<file path="config.mk">
export PLATFORM = sky130hd
export DESIGN_NAME = ook_remote_packet_pulse_encoder_flat
export DESIGN_NICKNAME = d
export VERILOG_FILES = /design/src/rtl/ookpe_pkg.sv /design/src/rtl/ookpe_vr_if.sv /design/src/rtl/ookpe_cfg_regs.sv /design/src/rtl/ookpe_seq.sv /design/src/rtl/ook_remote_packet_pulse_encoder.sv /design/src/flat_wrapper.sv
export SDC_FILE = /design/constraint.sdc
export NUM_CORES = 1
export LEC_CHECK = 0
export ABC_AREA = 1
export BUFFER_PORTS_ARGS = -buffer_cell sky130_fd_sc_hd__buf_2
export CAP_MARGIN = 20
export CORE_UTILIZATION = 45
export CTS_CLUSTER_DIAMETER = 30
export CTS_CLUSTER_SIZE = 20
export DETAILED_ROUTE_END_ITERATION = 12
export GPL_TIMING_DRIVEN = 0
export PLACE_DENSITY = 0.66
export SYNTH_ARGS = -nofsm -noshare
export SYNTH_HDL_FRONTEND = slang
export SYNTH_SLANG_ARGS = --single-unit
</file>
<file path="constraint.sdc">
create_clock -name clk -period 7.7 [get_ports clk]
set_input_delay 0.385 -clock clk [delete_from_list [all_inputs] [get_ports clk]]
set_output_delay 0.385 -clock clk [all_outputs]
set_load 0.02 [all_outputs]
</file>
<file path="src/rtl/ookpe_pkg.sv">
// Shared types, constants and helpers for the OOK remote pulse encoder.
// No dependencies; used by all rtl modules.
package ookpe_pkg;

  // Frame layout and timing
  localparam int REPEATS         = 5;
  localparam int PAUSE_LOW_TICKS = 10000;
  localparam int TX_CODE_MAX     = 32;
  localparam int CH_CODE_MAX     = 8;

  localparam int TICK_W = 16;
  localparam int REP_W  = 3;
  localparam int POS_W  = 6;
  localparam int PART_W = 3;

  // Frame parts, in send order
  localparam logic [PART_W-1:0] PART_SYNC  = 3'd0;
  localparam logic [PART_W-1:0] PART_TX    = 3'd1;
  localparam logic [PART_W-1:0] PART_GROUP = 3'd2;
  localparam logic [PART_W-1:0] PART_ONOFF = 3'd3;
  localparam logic [PART_W-1:0] PART_CH    = 3'd4;
  localparam logic [PART_W-1:0] PART_UNIT  = 3'd5;
  localparam logic [PART_W-1:0] PART_PAUSE = 3'd6;

  // Configuration register indexes
  localparam int CFG_ADDR_W = 4;
  localparam int CFG_DATA_W = 32;
  localparam logic [CFG_ADDR_W-1:0] REG_TX_CODE   = 4'd0;
  localparam logic [CFG_ADDR_W-1:0] REG_TX_LEN    = 4'd1;
  localparam logic [CFG_ADDR_W-1:0] REG_CH_CODE   = 4'd2;
  localparam logic [CFG_ADDR_W-1:0] REG_CH_LEN    = 4'd3;
  localparam logic [CFG_ADDR_W-1:0] REG_HIGH      = 4'd4;
  localparam logic [CFG_ADDR_W-1:0] REG_ONE_LOW   = 4'd5;
  localparam logic [CFG_ADDR_W-1:0] REG_ZERO_LOW  = 4'd6;
  localparam logic [CFG_ADDR_W-1:0] REG_SYNC_LOW  = 4'd7;

  localparam logic [TICK_W-1:0] HIGH_RST     = 16'd250;
  localparam logic [TICK_W-1:0] ONE_LOW_RST  = 16'd250;
  localparam logic [TICK_W-1:0] ZERO_LOW_RST = 16'd1250;
  localparam logic [TICK_W-1:0] SYNC_LOW_RST = 16'd2500;

  // Command bit codes
  localparam logic [1:0] GROUP_ALL  = 2'b01;
  localparam logic [1:0] GROUP_UNIT = 2'b10;
  localparam logic [1:0] CODE_ON    = 2'b01;
  localparam logic [1:0] CODE_OFF   = 2'b10;
  localparam logic [1:0] DEV_GROUP  = 2'd3;

  typedef struct packed {
    logic       action;
    logic [1:0] device;
    logic       turn_on;
  } in_item_t;

  typedef struct packed {
    logic tx_level;
    logic busy_res;
    logic command_ignored;
  } out_item_t;

  typedef struct packed {
    logic [CFG_ADDR_W-1:0] addr;
    logic [CFG_DATA_W-1:0] wdata;
  } cfg_wr_t;

  typedef struct packed {
    logic [31:0]       tx_code;
    logic [5:0]        tx_len;
    logic [7:0]        ch_code;
    logic [3:0]        ch_len;
    logic [TICK_W-1:0] high_ticks;
    logic [TICK_W-1:0] one_low_ticks;
    logic [TICK_W-1:0] zero_low_ticks;
    logic [TICK_W-1:0] sync_low_ticks;
  } cfg_t;

  typedef struct packed {
    logic              active;
    logic [PART_W-1:0] part;
    logic [POS_W-1:0]  bit_pos;
    logic [REP_W-1:0]  rep_count;
  } seq_status_t;

  // Unit code for a single device; the group uses 1001.
  function automatic logic [3:0] unit_code(input logic [1:0] device);
    logic [3:0] code;
    case (device)
      2'd0:    code = 4'b1010;
      2'd1:    code = 4'b1001;
      2'd2:    code = 4'b0110;
      default: code = 4'b1001;
    endcase
    return code;
  endfunction

endpackage

</file>
<file path="src/rtl/ookpe_vr_if.sv">
// Valid/ready channel carrying one item of a given payload type.
// Payload types come from ookpe_pkg.
interface ookpe_vr_if #(parameter type item_t = logic);
  logic  valid;
  logic  ready;
  item_t data;

  modport source (output valid, output data, input ready);
  modport sink (input valid, input data, output ready);
endinterface

</file>
<file path="src/rtl/ookpe_cfg_regs.sv">
// Configuration register file for the pulse encoder.
// Depends on ookpe_pkg and ookpe_vr_if.
module ookpe_cfg_regs (
  input  logic              clk,
  input  logic              rst,
  ookpe_vr_if.sink          cfg,
  output ookpe_pkg::cfg_t   regs
);

  logic wr;

  assign cfg.ready = 1'b1;
  assign wr = cfg.valid;

  always_ff @(posedge clk) begin
    if (rst) begin
      regs.tx_code        <= '0;
      regs.tx_len         <= '0;
      regs.ch_code        <= '0;
      regs.ch_len         <= '0;
      regs.high_ticks     <= ookpe_pkg::HIGH_RST;
      regs.one_low_ticks  <= ookpe_pkg::ONE_LOW_RST;
      regs.zero_low_ticks <= ookpe_pkg::ZERO_LOW_RST;
      regs.sync_low_ticks <= ookpe_pkg::SYNC_LOW_RST;
    end else if (wr) begin
      case (cfg.data.addr)
        ookpe_pkg::REG_TX_CODE:  regs.tx_code        <= cfg.data.wdata;
        ookpe_pkg::REG_TX_LEN:   regs.tx_len         <= cfg.data.wdata[5:0];
        ookpe_pkg::REG_CH_CODE:  regs.ch_code        <= cfg.data.wdata[7:0];
        ookpe_pkg::REG_CH_LEN:   regs.ch_len         <= cfg.data.wdata[3:0];
        ookpe_pkg::REG_HIGH:     regs.high_ticks     <= cfg.data.wdata[15:0];
        ookpe_pkg::REG_ONE_LOW:  regs.one_low_ticks  <= cfg.data.wdata[15:0];
        ookpe_pkg::REG_ZERO_LOW: regs.zero_low_ticks <= cfg.data.wdata[15:0];
        ookpe_pkg::REG_SYNC_LOW: regs.sync_low_ticks <= cfg.data.wdata[15:0];
        default: ;
      endcase
    end
  end

endmodule

</file>
<file path="src/rtl/ookpe_seq.sv">
// Frame sequencer: symbol/bit/tick state and the per-item next-state logic.
// Depends on ookpe_pkg.
module ookpe_seq #(
  parameter int REPEATS         = ookpe_pkg::REPEATS,
  parameter int PAUSE_LOW_TICKS = ookpe_pkg::PAUSE_LOW_TICKS,
  parameter int TX_CODE_MAX     = ookpe_pkg::TX_CODE_MAX,
  parameter int CH_CODE_MAX     = ookpe_pkg::CH_CODE_MAX
) (
  input  logic                    clk,
  input  logic                    rst,
  input  logic                    step,
  input  ookpe_pkg::in_item_t     item,
  input  ookpe_pkg::cfg_t         regs,
  output ookpe_pkg::out_item_t    result,
  output ookpe_pkg::seq_status_t  status
);

  logic                               active, active_next;
  logic [ookpe_pkg::PART_W-1:0]       part, part_next;
  logic [ookpe_pkg::POS_W-1:0]        bit_pos, bit_pos_next;
  logic                               low_half, low_half_next;
  logic [ookpe_pkg::TICK_W-1:0]       tick_count, tick_count_next;
  logic [ookpe_pkg::REP_W-1:0]        rep_count, rep_count_next;
  logic [7:0]                         cmd_bits, cmd_bits_next;

  logic [5:0]                         tx_len;
  logic [3:0]                         ch_len;
  logic [5:0]                         cur_len;
  logic [4:0]                         idx;
  logic                               cur_bit;
  logic [ookpe_pkg::TICK_W-1:0]       dur;
  logic [ookpe_pkg::TICK_W:0]         cnt;
  logic [ookpe_pkg::POS_W:0]          pos_inc;
  logic [ookpe_pkg::REP_W:0]          rep_inc;
  logic [ookpe_pkg::PART_W-1:0]       part_adv;

  always_comb begin
    tx_len = (regs.tx_len > 6'(TX_CODE_MAX)) ? 6'(TX_CODE_MAX) : regs.tx_len;
    ch_len = (regs.ch_len > 4'(CH_CODE_MAX)) ? 4'(CH_CODE_MAX) : regs.ch_len;

    case (part)
      ookpe_pkg::PART_TX:    cur_len = tx_len;
      ookpe_pkg::PART_CH:    cur_len = {2'b00, ch_len};
      ookpe_pkg::PART_GROUP: cur_len = 6'd2;
      ookpe_pkg::PART_ONOFF: cur_len = 6'd2;
      ookpe_pkg::PART_UNIT:  cur_len = 6'd4;
      default:               cur_len = 6'd1;
    endcase

    // bits go out most significant first
    idx = 5'(cur_len - 6'd1 - bit_pos);
    case (part)
      ookpe_pkg::PART_TX:    cur_bit = regs.tx_code[idx];
      // a length cut below the position points past the 8 code bits: reads 0
      ookpe_pkg::PART_CH:    cur_bit = (idx < 5'd8) ? regs.ch_code[idx[2:0]] : 1'b0;
      ookpe_pkg::PART_GROUP: cur_bit = cmd_bits[3'd6 + {2'b00, idx[0]}];
      ookpe_pkg::PART_ONOFF: cur_bit = cmd_bits[3'd4 + {2'b00, idx[0]}];
      ookpe_pkg::PART_UNIT:  cur_bit = cmd_bits[{1'b0, idx[1:0]}];
      default:               cur_bit = 1'b0;
    endcase

    if (!low_half) begin
      dur = regs.high_ticks;
    end else if (part == ookpe_pkg::PART_SYNC) begin
      dur = regs.sync_low_ticks;
    end else if (part >= ookpe_pkg::PART_PAUSE) begin
      dur = ookpe_pkg::TICK_W'(PAUSE_LOW_TICKS);
    end else begin
      dur = cur_bit ? regs.one_low_ticks : regs.zero_low_ticks;
    end

    cnt     = {1'b0, tick_count} + 1'b1;
    pos_inc = {1'b0, bit_pos} + 1'b1;
    rep_inc = {1'b0, rep_count} + 1'b1;

    // empty code parts are skipped
    part_adv = part + 1'b1;
    if (part_adv == ookpe_pkg::PART_TX && tx_len == '0) begin
      part_adv = ookpe_pkg::PART_GROUP;
    end else if (part_adv == ookpe_pkg::PART_CH && ch_len == '0) begin
      part_adv = ookpe_pkg::PART_UNIT;
    end

    active_next     = active;
    part_next       = part;
    bit_pos_next    = bit_pos;
    low_half_next   = low_half;
    tick_count_next = tick_count;
    rep_count_next  = rep_count;
    cmd_bits_next   = cmd_bits;
    result          = '0;

    if (item.action) begin
      result.busy_res = 1'b1;
      if (active) begin
        result.command_ignored = 1'b1;
      end else begin
        cmd_bits_next = {(item.device == ookpe_pkg::DEV_GROUP) ?
                         ookpe_pkg::GROUP_ALL : ookpe_pkg::GROUP_UNIT,
                         item.turn_on ? ookpe_pkg::CODE_ON : ookpe_pkg::CODE_OFF,
                         ookpe_pkg::unit_code(item.device)};
        active_next     = 1'b1;
        rep_count_next  = '0;
        low_half_next   = 1'b0;
        tick_count_next = '0;
        part_next       = ookpe_pkg::PART_SYNC;
        bit_pos_next    = '0;
      end
    end else if (active) begin
      result.tx_level = !low_half;
      if (cnt >= {1'b0, dur}) begin
        tick_count_next = '0;
        low_half_next   = !low_half;
        if (low_half) begin
          if (pos_inc < {1'b0, cur_len}) begin
            bit_pos_next = pos_inc[ookpe_pkg::POS_W-1:0];
          end else if (part >= ookpe_pkg::PART_PAUSE) begin
            bit_pos_next = '0;
            part_next    = ookpe_pkg::PART_SYNC;
            if (rep_inc >= (ookpe_pkg::REP_W+1)'(REPEATS)) begin
              active_next    = 1'b0;
              rep_count_next = '0;
            end else begin
              rep_count_next = rep_inc[ookpe_pkg::REP_W-1:0];
            end
          end else begin
            part_next    = part_adv;
            bit_pos_next = '0;
          end
        end
      end else begin
        tick_count_next = cnt[ookpe_pkg::TICK_W-1:0];
      end
      result.busy_res = active_next;
    end
  end

  always_ff @(posedge clk) begin
    if (rst) begin
      active     <= 1'b0;
      part       <= ookpe_pkg::PART_SYNC;
      bit_pos    <= '0;
      low_half   <= 1'b0;
      tick_count <= '0;
      rep_count  <= '0;
      cmd_bits   <= '0;
    end else if (step) begin
      active     <= active_next;
      part       <= part_next;
      bit_pos    <= bit_pos_next;
      low_half   <= low_half_next;
      tick_count <= tick_count_next;
      rep_count  <= rep_count_next;
      cmd_bits   <= cmd_bits_next;
    end
  end

  assign status.active    = active;
  assign status.part      = part;
  assign status.bit_pos   = bit_pos;
  assign status.rep_count = rep_count;

endmodule

</file>
<file path="src/rtl/ook_remote_packet_pulse_encoder.sv">
// OOK remote pulse-distance encoder: block top with input and result registers.
// Depends on ookpe_pkg, ookpe_vr_if, ookpe_cfg_regs and ookpe_seq.
//
// Usage:
//  cmd: one item per tick (action 0) or send command (action 1, device, turn_on).
//  rsp: one result item per cmd item, in order: tx_level, busy_res, command_ignored.
//  cfg: register writes (addr = register index, wdata); always ready. Write only
//       while no items are in flight. Unknown indexes are dropped.
// Path: an accepted item passes the input register, then the result register.
// Throughput: one item per cycle while rsp is taken; the sequencer state steps
// once per item, all in one pass of next-state logic.
// Stall: when rsp is not taken, the result register holds; one more item is
// taken into the input register, then cmd.ready drops until rsp moves.
// Reset (rst, synchronous): both registers empty, line idle, registers back to
// defaults (high 250, one 250, zero 1250, sync 2500 ticks, code lengths 0).
// A send command while a transmission runs is dropped and flagged.
module ook_remote_packet_pulse_encoder #(
  parameter int REPEATS         = ookpe_pkg::REPEATS,
  parameter int PAUSE_LOW_TICKS = ookpe_pkg::PAUSE_LOW_TICKS,
  parameter int TX_CODE_MAX     = ookpe_pkg::TX_CODE_MAX,
  parameter int CH_CODE_MAX     = ookpe_pkg::CH_CODE_MAX
) (
  input  logic        clk,
  input  logic        rst,
  ookpe_vr_if.sink    cfg,
  ookpe_vr_if.sink    cmd,
  ookpe_vr_if.source  rsp
);

  ookpe_pkg::cfg_t        regs;
  ookpe_pkg::seq_status_t status;
  ookpe_pkg::in_item_t    in_item;
  ookpe_pkg::out_item_t   seq_result;
  ookpe_pkg::out_item_t   res_item;
  logic                   in_valid;
  logic                   res_valid;
  logic                   res_load;
  logic                   step;

  ookpe_cfg_regs u_cfg_regs (
    .clk  (clk),
    .rst  (rst),
    .cfg  (cfg),
    .regs (regs)
  );

  ookpe_seq #(
    .REPEATS         (REPEATS),
    .PAUSE_LOW_TICKS (PAUSE_LOW_TICKS),
    .TX_CODE_MAX     (TX_CODE_MAX),
    .CH_CODE_MAX     (CH_CODE_MAX)
  ) u_seq (
    .clk    (clk),
    .rst    (rst),
    .step   (step),
    .item   (in_item),
    .regs   (regs),
    .result (seq_result),
    .status (status)
  );

  assign res_load  = !res_valid || rsp.ready;
  assign step      = in_valid && res_load;
  assign cmd.ready = !in_valid || step;

  always_ff @(posedge clk) begin
    if (rst) begin
      in_valid <= 1'b0;
    end else if (cmd.ready) begin
      in_valid <= cmd.valid;
    end
  end

  always_ff @(posedge clk) begin
    if (cmd.valid && cmd.ready) begin
      in_item <= cmd.data;
    end
  end

  always_ff @(posedge clk) begin
    if (rst) begin
      res_valid <= 1'b0;
    end else if (res_load) begin
      res_valid <= in_valid;
    end
  end

  always_ff @(posedge clk) begin
    if (step) begin
      res_item <= seq_result;
    end
  end

  assign rsp.valid = res_valid;
  assign rsp.data  = res_item;

`ifndef SYNTHESIS
  a_rep_bound: assert property (@(posedge clk) disable iff (rst)
    status.rep_count < ookpe_pkg::REP_W'(REPEATS))
    else $error("repeat count out of range");

  a_idle_sync: assert property (@(posedge clk) disable iff (rst)
    !status.active |-> (status.part == ookpe_pkg::PART_SYNC && status.bit_pos == '0))
    else $error("idle sequencer not parked at sync");

  a_full_stall: assert property (@(posedge clk) disable iff (rst)
    (in_valid && res_valid && !rsp.ready) |-> !cmd.ready)
    else $error("input taken while both stages are full");

  a_result_follows: assert property (@(posedge clk) disable iff (rst)
    (in_valid && res_load) |=> res_valid)
    else $error("stepped item did not reach the result register");
`endif

endmodule

</file>
<file path="src/flat_wrapper.sv">
// flat-port wrapper written by rule: the top's interface ports become plain ports
module ook_remote_packet_pulse_encoder_flat 
#(
  parameter int REPEATS         = ookpe_pkg::REPEATS,
  parameter int PAUSE_LOW_TICKS = ookpe_pkg::PAUSE_LOW_TICKS,
  parameter int TX_CODE_MAX     = ookpe_pkg::TX_CODE_MAX,
  parameter int CH_CODE_MAX     = ookpe_pkg::CH_CODE_MAX
)
  (clk, rst, cfg_valid, cfg_data, cfg_ready, cmd_valid, cmd_data, cmd_ready, rsp_valid, rsp_data, rsp_ready);
  ookpe_vr_if #(.item_t(ookpe_pkg::cfg_wr_t)) cfg_i ();
  ookpe_vr_if #(.item_t(ookpe_pkg::in_item_t)) cmd_i ();
  ookpe_vr_if #(.item_t(ookpe_pkg::out_item_t)) rsp_i ();
  input  logic clk;
  input  logic rst;
  input wire logic [$bits(cfg_i.valid)-1:0] cfg_valid;
  input wire logic [$bits(cfg_i.data)-1:0] cfg_data;
  output wire logic [$bits(cfg_i.ready)-1:0] cfg_ready;
  input wire logic [$bits(cmd_i.valid)-1:0] cmd_valid;
  input wire logic [$bits(cmd_i.data)-1:0] cmd_data;
  output wire logic [$bits(cmd_i.ready)-1:0] cmd_ready;
  output wire logic [$bits(rsp_i.valid)-1:0] rsp_valid;
  output wire logic [$bits(rsp_i.data)-1:0] rsp_data;
  input wire logic [$bits(rsp_i.ready)-1:0] rsp_ready;
  assign cfg_i.valid = cfg_valid;
  assign cfg_i.data = cfg_data;
  assign cfg_ready = cfg_i.ready;
  assign cmd_i.valid = cmd_valid;
  assign cmd_i.data = cmd_data;
  assign cmd_ready = cmd_i.ready;
  assign rsp_valid = rsp_i.valid;
  assign rsp_data = rsp_i.data;
  assign rsp_i.ready = rsp_ready;
  ook_remote_packet_pulse_encoder #(.REPEATS(REPEATS), .PAUSE_LOW_TICKS(PAUSE_LOW_TICKS), .TX_CODE_MAX(TX_CODE_MAX), .CH_CODE_MAX(CH_CODE_MAX)) u_core (.clk(clk), .rst(rst), .cfg(cfg_i), .cmd(cmd_i), .rsp(rsp_i));
endmodule
</file>
==> results of run 1 <==
[cell usage in the layout, fill, tap and decap left out, types with 2 or more instances in the layout]
| cell type | netlist | layout |
|---|---|---|
| inv_6 | 0 | 3 |
| nor2_1 | 168 | 168 |
| nand3_2 | 12 | 12 |
| nand4_1 | 19 | 19 |
| a21oi_2 | 10 | 10 |
| bufinv_16 | 0 | 4 |
| dfxtp_1 | 154 | 154 |
| nand3b_1 | 3 | 3 |
| or2_2 | 10 | 10 |
| clkinv_2 | 1 | 3 |
| nand3_4 | 2 | 2 |
| buf_2 | 4 | 51 |
| o21ai_1 | 3 | 3 |
| ha_1 | 40 | 40 |
| inv_2 | 2 | 2 |
| a21boi_0 | 5 | 5 |
| o221ai_1 | 3 | 3 |
| o21bai_1 | 14 | 14 |
| xor2_1 | 13 | 13 |
| nor3_1 | 7 | 7 |
| clkbuf_1 | 39 | 41 |
| edfxtp_1 | 7 | 7 |
| nand2_1 | 195 | 195 |
| o211ai_1 | 6 | 6 |
| o21ai_0 | 134 | 134 |
| nand2_2 | 14 | 14 |
| buf_4 | 3 | 3 |
| clkinv_1 | 1 | 2 |
| nor2_8 | 2 | 2 |
| buf_8 | 2 | 2 |
| inv_1 | 157 | 157 |
| xnor2_1 | 4 | 4 |
| clkbuf_16 | 0 | 18 |
| nand3_1 | 73 | 73 |
| nor4_1 | 3 | 3 |
| nor2_4 | 2 | 2 |
| nor3b_1 | 2 | 2 |
| a21oi_1 | 93 | 93 |
[flip-flops by register name (all words and copies together) (netlist names)]
signal and count:
u_core.u_cfg_regs.regs 114, u_core.u_seq.tick_count 16, u_core.u_seq.cmd_bits 8, u_core.u_seq.bit_pos 6, u_core.in_item 4, u_core.rsp.data 3, u_core.u_seq.part 3, u_core.u_seq.rep_count 3
u_core.in_valid 1, u_core.rsp.valid 1, u_core.u_seq.active 1, u_core.u_seq.low_half 1
[routing by layer]
metal | share of wire [%] | vias to the layer above | track usage (%)
li1 | - | 4122 | -
met1 | 47 | 3768 | 34.5
met2 | 45 | 213 | 42.0
met3 | 5.3 | 34 | 3.71
met4 | 2.0 | 0 | 8.15
met5 | 0 | - | 0
[critical path: cells and delay by family (launching register included)]
family | cells | cell delay (ps)
AO/OA/AOI/OAI | 4 | 690
AND/OR/NAND/NOR | 14 | 1960
flip-flops | 1 | 390
adder cells (fa/ha/maj) | 4 | 1500
buffers and inverters | 7 | 1860
[per-stage QoR]
| step | cells | power, W |
|---|---|---|
| after floorplan | 1227 | 0.00100 |
| after global placement | 1534 | 0.00107 |
| after detailed placement | 1534 | 0.00107 |
| after CTS | 1566 | 0.00198 |
| after global routing | 1566 | 0.00205 |
| final | 1566 | 0.00198 |
[path summary, 6_finish.rpt]
check | to | slack (ps)
worst max-delay path | u_core.u_seq.tick_count[6] | 1140
worst min-delay path | u_core.in_item[1] | 120
worst max register to register | u_core.u_seq.tick_count[6] | 1140
worst min register to register | u_core.u_cfg_regs.regs[107] | 450
[power by group through the flow]
stage	registers, W	clock network [W]	logic, W
finish	0.000869	0.000923	0.000185
global route	0.000870	0.000969	0.000207
CTS	0.000869	0.000932	0.000184
detailed placement	0.000887	0	0.000183
global placement	0.000887	0	0.000180
floorplan	0.000886	0	0.000118
[area by class of cell]
type	count	share of cell area, %
plain buffers	51	2.55
inverters	161	6.09
multi-input cells	854	46.2
clock inverters	12	1.77
well taps	260	3.27
flip-flops and latches	161	33.1
clock buffers	20	4.61
repair buffers	47	2.37
[cell families after synthesis]
| kind of cell | count (synthesis) |
|---|---|
| XOR/XNOR | 18 |
| buffers and inverters | 212 |
| adder cells (fa/ha/maj) | 41 |
| AO/OA/AOI/OAI | 276 |
| AND/OR/NAND/NOR | 518 |
| flip-flops | 161 |
| other | 1 |
==> results.py, run 1 <==
metrics = {
    "routing": {
        "initialDrtViolationCount": 565,
        "final_antenna_net_count": 0,
        "vias": 8137,
        "wirelength_um": 24300,
        "viasPerCell": 5.20,
        "detail_route.wl_per_cell_um": 15.5,
        "dr.pass1.iters": 7,
        "drc": 0,
    },
    "synth": {
        "synthesis.area_um2": 8750,
        "postSynthCellCount": 1227,
        "synth_common_cells": "195 x nand2_1, 168 x nor2_1, 157 x inv_1, 154 x dfxtp_1, 134 x o21ai_0",
        "yosysSeqAreaShare_pct": 37.6,
        "synth_edf_count": 7,
        "synth_top_cell_by_area": "dfxtp_1",
        "ys.flop_type": "dfxtp_1",
        "synth_area_leaders": "dfxtp_1 35%, nand2_1 8.4%, o21ai_0 7.7%",
        "yosysWarnings": 0,
        "synth_fa_ha_area_share_pct": 5.95,
        "synth-async-reset-ratio_pct": 0,
        "yosys.area.top_type_share_pct": 35.2,
        "yosys.area_share.simple_pct": 27.2,
        "synth_xor_area_share_pct": 1.89,
        "synth_fp_nets": 1313,
        "synth_cell_types": 55,
        "synth_mux_area_share_pct": 0,
        "ys_ff_latch": 161,
        "avgSynthCellArea_um2": 7.13,
        "synth-compound-area-share_pct": 17.4,
        "synth_top_family_by_area": "simple AND/OR/NAND/NOR gates",
        "yosysMostFrequentCell": "nand2_1",
    },
    "timing": {
        "fin_setup_tns_ps": 0,
        "rsz0062_at_grt": "false",
        "setup_slack_ps": 1140,
        "finalCriticalPeriod_ps": 6560,
        "report.final.slew_viol_count": 0,
        "holdWs_ps": 120,
        "skew_ps": 8.88,
        "tightest_slew_ps": 775,
        "fmax_mhz": 152,
        "min_period_over_period_pct": 85.2,
        "hold_viol_final": 0,
        "setup_viol": 0,
        "slew_headroom_pct": 47.6,
    },
    "placed_design": {
        "placed_cell_area_um2": 9310,
        "gp_congestion": 0.907,
        "portBuffers": 47,
        "dp_hpwl_um": 17700,
        "pre_cts_ws_ps": 1280,
    },
    "power": {
        "power_density_nw_per_um2": 199,
        "p_int_w": 0.00148,
        "combPwrFrac_pct": 9.4,
        "leakage_nw": 4.32,
        "p_sw_share_pct": 25.2,
        "switching_power_w": 0.000498,
        "pwr-share-clk_pct": 46.7,
        "worst_ir_drop_vdd_uv": 157,
        "power_frac_seq_pct": 43.9,
    },
    "setup_path": {
        "rr_startpoint": "u_core.u_seq.part[2]",
        "reg2reg_depth": 29,
        "worstPathRequired_ps": 7990,
        "startpoint": "u_core.u_seq.part[2]",
        "max_stage_delay_ps": 550,
        "crit_arrival_ps": 6850,
        "critical_path_peak_fanout": 11,
        "cp_slowest_cell": "fa_1",
        "critical_path_class": "flop to flop",
        "endpoint_kind": "flop",
        "start_kind": "flop",
    },
    "floorplan": {
        "die_w_um": 141,
        "die_area_um2": 20000,
        "core_area_um2": 18900,
        "die_h_um": 141,
        "rows": 50,
        "start_util_pct": 46.3,
        "io_pins": 51,
    },
    "grt": {
        "antenna_found_initial": 0,
        "grt_overflow": 0,
        "grt_max_degree": 17,
        "track_usage_pct": 25.5,
        "grt_pass1_vias": 7564,
        "grt_pass1_wl_um": 39500,
    },
    "layout": {
        "fin_nets": 1379,
        "design_area_um2": 9940,
        "n_antenna_cell": 0,
        "multi_input_comb_area_um2": 4600,
        "area_growth_pct": 13.7,
        "layout-drive-gt1-share_pct": 11.4,
        "seqCellArea_um2": 3290,
        "nFillCells": 1953,
        "final_util_pct": 52.6,
    },
    "status": {
        "status": "finished, final reports clean",
    },
    "worst_hold_path": {
        "hold_class": "primary input to flop",
        "min_from": "cmd_data[1]",
        "holdPathStages": 1,
    },
    "clock_network": {
        "clk_pin_slew_ps": 70,
        "clock_latency_ps": 440,
        "cts-htree-levels": 4,
        "post_cts_buffers": 0,
        "numCtsBuffers": 17,
        "clockBufferDepth": 2,
        "clockRootBuffer": "clkbuf_16",
        "cts_sinks": 161,
        "hold_buffers": 0,
        "cts_resized": 0,
        "cts_tree": "yes",
    },
    "job": {
        "drv_cap": 0,
    },
}
No activity file was read; power rests on OpenSTA's default activity.
==> run 2: changes to the inputs <==
--- a/config.mk
+++ b/config.mk
@@ -13,6 +13,7 @@
 export CTS_CLUSTER_SIZE = 20
 export DETAILED_ROUTE_END_ITERATION = 12
 export GPL_TIMING_DRIVEN = 0
+export MAX_ROUTING_LAYER = met4
 export PLACE_DENSITY = 0.66
 export SYNTH_ARGS = -nofsm -noshare
 export SYNTH_HDL_FRONTEND = slang
==> run 2 against run 1 <==
Register-to-register slack lost 50 ps. Die area is the same. Sequential power is essentially flat. Cell count is the same. First-iteration DRC count grew 15%. Sequential share of layout area is the same. Largest cell class unchanged.
==> results.py, run 2 (same netlist as run 1, synthesis figures left out) <==
metrics = {
    "layout": {
        "final_cell_mix": "195 x nand2_1, 168 x nor2_1, 157 x inv_1",
        "final_util_pct": 52.6,
        "area_growth_pct": 13.7,
        "fin_nets": 1379,
        "largest_reg_flops": 114,
        "layout-drive-gt1-share_pct": 11.4,
        "nFillCells": 1953,
        "seqCellArea_um2": 3290,
        "largestRegisters": "u_core.u_cfg_regs.regs (114), u_core.u_seq.tick_count (16), u_core.u_seq.cmd_bits (8)",
        "stdcell_count": 1566,
        "n_antenna_cell": 0,
        "mostFrequentLayoutCell": "nand2_1",
        "multi_input_comb_area_um2": 4600,
        "top_register": "u_core.u_cfg_regs.regs",
    },
    "clock_network": {
        "cts_resized": 0,
        "hold_buffers": 0,
        "cts_tree": "yes",
        "clockRootBuffer": "clkbuf_16",
        "cts-htree-levels": 4,
        "clk_pin_slew_ps": 70,
        "numCtsBuffers": 17,
        "post_cts_buffers": 0,
        "clockBufferDepth": 2,
        "cts_sinks": 161,
        "clock_latency_ps": 440,
    },
    "timing": {
        "slew_headroom_pct": 47.2,
        "finalCriticalPeriod_ps": 6610,
        "skew_ps": 9.01,
        "report.final.slew_viol_count": 0,
        "min_period_over_period_pct": 85.9,
        "fmax_mhz": 151,
        "fin_setup_tns_ps": 0,
        "rsz0062_at_grt": "false",
        "hold_viol_final": 0,
        "tightest_slew_ps": 781,
        "setup_viol": 0,
    },
    "setup_path": {
        "endpoint_kind": "flop",
        "critical_path_peak_fanout": 11,
        "timing.critical_path.buf_inv": 7,
        "cp_slowest_cell": "fa_1",
        "worstPathRequired_ps": 7990,
        "crit_arrival_ps": 6900,
        "cp_top_family": "buffers and inverters",
        "crit_path_frequent_cell": "ha_1",
        "max_stage_delay_ps": 560,
        "critical_path_class": "flop to flop",
        "start_kind": "flop",
    },
    "floorplan": {
        "core_area_um2": 18900,
        "start_util_pct": 46.3,
        "die_w_um": 141,
        "die_area_um2": 20000,
        "io_pins": 51,
        "die_h_um": 141,
        "rows": 50,
    },
    "placed_design": {
        "gp_congestion": 0.923,
        "dp_hpwl_um": 17700,
        "portBuffers": 47,
        "dp.cells": 1534,
    },
    "routing": {
        "wl_met2_um": 10900,
        "wirelength_um": 24300,
        "dr.pass1.iters": 5,
        "met3WireLength_um": 1390,
        "top_layer": "met4",
        "viasPerCell": 5.20,
        "wl_met1_um": 11500,
        "detail_route.wl_per_cell_um": 15.5,
        "vias": 8145,
        "initialDrtViolationCount": 649,
        "drc": 0,
        "final_antenna_net_count": 0,
    },
    "grt": {
        "track_usage_pct": 26.3,
        "grt_max_degree": 17,
        "grt_overflow": 0,
        "antenna_found_initial": 0,
        "grt_pass1_vias": 7561,
        "grt_pass1_wl_um": 39500,
    },
    "job": {
        "drv_cap": 0,
    },
    "worst_hold_path": {
        "hold_class": "primary input to flop",
    },
    "power": {
        "power_density_nw_per_um2": 199,
        "leakage_nw": 4.32,
        "finalPower_w": 0.00198,
        "worst_ir_drop_vdd_uv": 159,
    },
    "status": {
        "status": "finished, final reports clean",
    },
}
-- run 2: power breakdown --
group	total (W)	internal, W	switching [W]
sequential	0.000869	0.000858	0.0000108
clock	0.000923	0.000564	0.000359
combinational	0.000186	0.0000578	0.000128
total	0.00198	0.00148	0.000498
-- run 2: worst register-to-register path: cells and delay by family (launching register included) --
family	cells	cell delay (ps)
simple gates	13	1770
flops	1	390
buf+inv	7	1870
fa+ha+maj	4	1520
compound gates	5	930
-- run 2: layout make-up --
| cell class | instances | area share (%) |
|---|---|---|
| timing repair buffer | 47 | 2.37 |
| tap | 260 | 3.27 |
| multi-input combinational | 854 | 46.2 |
| inverter | 161 | 6.09 |
| clock inverter | 12 | 1.77 |
| clock buffer | 20 | 4.61 |
| sequential | 161 | 33.1 |
| buffer | 51 | 2.55 |
-- run 2: path summary, 6_finish.rpt --
| path | end | start | cells past startpoint | slack (ps) |
|---|---|---|---|---|
| hold / removal | u_core.in_item[1] | cmd_data[1] | 1 | 120 |
| setup / recovery | u_core.u_seq.tick_count[6] | u_core.u_seq.part[2] | 29 | 1090 |
| hold reg to reg | u_core.u_cfg_regs.regs[107] | u_core.u_cfg_regs.regs[107] | 2 | 450 |
| setup reg to reg | u_core.u_seq.tick_count[6] | u_core.u_seq.part[2] | 29 | 1090 |
-- run 2: stage by stage --
step	area (um2)	hold slack, ps	worst slack, ps
after CTS	9940	112	1210
after floorplan	8750	424	2760
after global routing	9940	119	610
after global placement	9310	433	1320
final	9940	117	1090
after detailed placement	9310	439	1280
-- run 2: layer usage --
metal	vias up	global-route usage, %
met3	30	3.71
met2	241	42.1
met5	-	-
met1	3751	34.4
met4	0	8.15
li1	4123	-
==> run 3: changes to the inputs <==
--- a/config.mk
+++ b/config.mk
@@ -6,7 +6,7 @@
 export NUM_CORES = 1
 export LEC_CHECK = 0
 export ABC_AREA = 1
-export BUFFER_PORTS_ARGS = -buffer_cell sky130_fd_sc_hd__buf_2
+export BUFFER_PORTS_ARGS = -buffer_cell sky130_fd_sc_hd__clkbuf_2
 export CAP_MARGIN = 20
 export CORE_UTILIZATION = 45
 export CTS_CLUSTER_DIAMETER = 30
@@ -15,6 +15,8 @@
 export GPL_TIMING_DRIVEN = 0
 export MAX_ROUTING_LAYER = met4
 export PLACE_DENSITY = 0.66
+export REMOVE_ABC_BUFFERS = 1
+export SETUP_SLACK_MARGIN = 0.3
 export SYNTH_ARGS = -nofsm -noshare
 export SYNTH_HDL_FRONTEND = slang
 export SYNTH_SLANG_ARGS = --single-unit
==> run 3 against run 2 <==
Cell count down 2.8%. Clock power down 11%. Sequential power about the same. Design area down 2.1%. Highest routed layer unchanged. Fmax up 0.47%. Wire length down 11%. Critical path depth down 2. Power down 5.9%.
==> results.py, run 3 (same netlist as run 1, synthesis figures left out) <==
metrics = {
    "layout": {
        "top_register": "u_core.u_cfg_regs.regs",
        "final_cell_mix": "195 x nand2_1, 168 x nor2_1, 156 x inv_1",
        "n_antenna_cell": 0,
        "nFillCells": 1917,
        "mostFrequentLayoutCell": "nand2_1",
        "area_growth_pct": 11.3,
        "final_util_pct": 51.5,
        "largest_reg_flops": 114,
        "layout-drive-gt1-share_pct": 12.0,
        "largestRegisters": "u_core.u_cfg_regs.regs (114), u_core.u_seq.tick_count (16), u_core.u_seq.cmd_bits (8)",
        "fin_nets": 1335,
    },
    "clock_network": {
        "clockBufferDepth": 2,
        "cts-htree-levels": 4,
        "post_cts_buffers": 0,
        "clock_latency_ps": 420,
        "cts_resized": 0,
        "clockRootBuffer": "clkbuf_16",
        "cts_sinks": 161,
        "hold_buffers": 0,
        "cts_tree": "yes",
        "clk_pin_slew_ps": 70,
        "numCtsBuffers": 17,
    },
    "worst_hold_path": {
        "holdPathStages": 1,
        "hold_end": "u_core.in_item[1]",
        "hold_class": "primary input to flop",
        "min_from": "cmd_data[1]",
    },
    "setup_path": {
        "reg2reg_depth": 27,
        "crit_arrival_ps": 6850,
        "rrSetupSlack_ps": 1120,
        "critical_path_class": "flop to flop",
        "start_kind": "flop",
        "endpoint_kind": "flop",
        "critical_path_peak_fanout": 26,
        "worstPathRequired_ps": 7970,
        "rr_startpoint": "u_core.u_seq.part[1]",
        "r2r_end": "u_core.u_seq.tick_count[15]",
    },
    "routing": {
        "final_antenna_net_count": 0,
        "vias": 7829,
        "viasPerCell": 5.14,
        "dr.pass1.iters": 5,
        "wirelength_um": 21700,
        "detail_route.wl_per_cell_um": 14.3,
        "drc": 0,
        "initialDrtViolationCount": 488,
    },
    "grt": {
        "track_usage_pct": 23.3,
        "grt_pass1_wl_um": 36000,
        "grt_max_degree": 115,
        "grt_pass1_vias": 7373,
        "antenna_found_initial": 0,
        "grt_overflow": 0,
    },
    "timing": {
        "hold_viol_final": 0,
        "slew_headroom_pct": 24.6,
        "rsz0062_at_grt": "false",
        "tightest_slew_ps": 1130,
        "skew_ps": 7.66,
        "min_period_over_period_pct": 85.5,
        "fmax_mhz": 152,
        "fin_setup_tns_ps": 0,
        "report.final.slew_viol_count": 0,
        "finalCriticalPeriod_ps": 6580,
        "setup_viol": 0,
    },
    "power": {
        "power_density_nw_per_um2": 191,
        "leakage_nw": 4.25,
        "worst_ir_drop_vdd_uv": 150,
    },
    "placed_design": {
        "dp_hpwl_um": 14900,
        "gp_congestion": 0.859,
        "portBuffers": 49,
    },
    "floorplan": {
        "rows": 50,
        "die_area_um2": 20000,
        "io_pins": 51,
        "start_util_pct": 46.3,
        "die_h_um": 141,
        "die_w_um": 141,
        "core_area_um2": 18900,
    },
    "job": {
        "drv_cap": 0,
    },
    "status": {
        "status": "finished, final reports clean",
    },
}
run 3: changes by cell type in the layout (fill, tap and decap cells not counted), moves of 2 or more:
cell,before,now
inv_6,3,5
clkinv_2,3,5
bufinv_16,4,0
clkbuf_2,0,49
buf_2,51,0
clkbuf_1,41,0
buf_8,2,0
buf_16,0,3
run 3: power breakdown:
group | leakage, nW | switching [W] | internal (W)
combinational | 2.66 | 0.000118 | 0.0000556
clock | 0.278 | 0.000373 | 0.000446
sequential | 1.31 | 0.0000106 | 0.000858
run 3: cell type report:
class	count	area [um2]	area share (%)
Timing Repair Buffer	54	343	3.52
Clock inverter	13	98.8	1.02
Multi-Input combinational cell	854	4600	47.3
Tap cell	260	325	3.34
Clock buffer	19	464	4.77
Inverter	161	608	6.25
Sequential cell	161	3290	33.8
run 3: through the flow:
step                cell area [um2]  hold slack (ps)  std cells  setup WS (ps)  power [W]
floorplan                      8490              424       1176           2720   0.000993
global placement               9060              434       1485           1090    0.00105
detailed placement             9140              437       1488           1120    0.00106
CTS                            9700              120       1520           1090    0.00187
global route                   9740              126       1522            468    0.00193
finish                         9740              136       1522           1120    0.00186
run 3: worst max-delay path by stage:
stage	startpoint	endpoint	slack, ps	cells after the start
after floorplan	u_core.u_seq.part[1]	u_core.u_seq.rep_count[1]	2720	28
after global placement	u_core.u_seq.part[1]	u_core.u_seq.tick_count[15]	1090	28
after detailed placement	u_core.u_seq.part[1]	u_core.u_seq.tick_count[15]	1120	29
after CTS	u_core.u_seq.part[1]	u_core.u_seq.tick_count[15]	1090	29
after global routing	u_core.u_seq.part[0]	u_core.u_seq.tick_count[4]	470	27
final	u_core.u_seq.part[1]	u_core.u_seq.tick_count[15]	1120	27
run 3: worst max-delay path: stages, from the launching register on:
cell and delay, ps:
dfxtp_1 330, inv_1 120, ha_1 680, nand2_1 200, o311ai_0 550, ha_1 300, fa_1 640, inv_1 440
o21ai_0 160, o21ai_0 190, nand2_1 70, nand3_1 80, nand3_1 110, nand3_4 180, nand2_8 170, nand2_2 90
nand2_1 50, o21bai_1 160, nand2_1 110, ha_1 310, nand2_1 70, nor3_1 180, nor3b_1 210, nand4_1 220
nand4_4 240, clkinv_2 300, nand3_1 180, a21oi_1 80
run 3: metal layers:
| metal | GRT usage (%) | vias up | routed length, um |
|---|---|---|---|
| met5 | - | - | 0 |
| met2 | 37.3 | 170 | 9980 |
| met3 | 3.75 | 18 | 901 |
| met4 | 6.17 | 0 | 250 |
| li1 | - | 4026 | - |
| met1 | 30.6 | 3615 | 10600 |
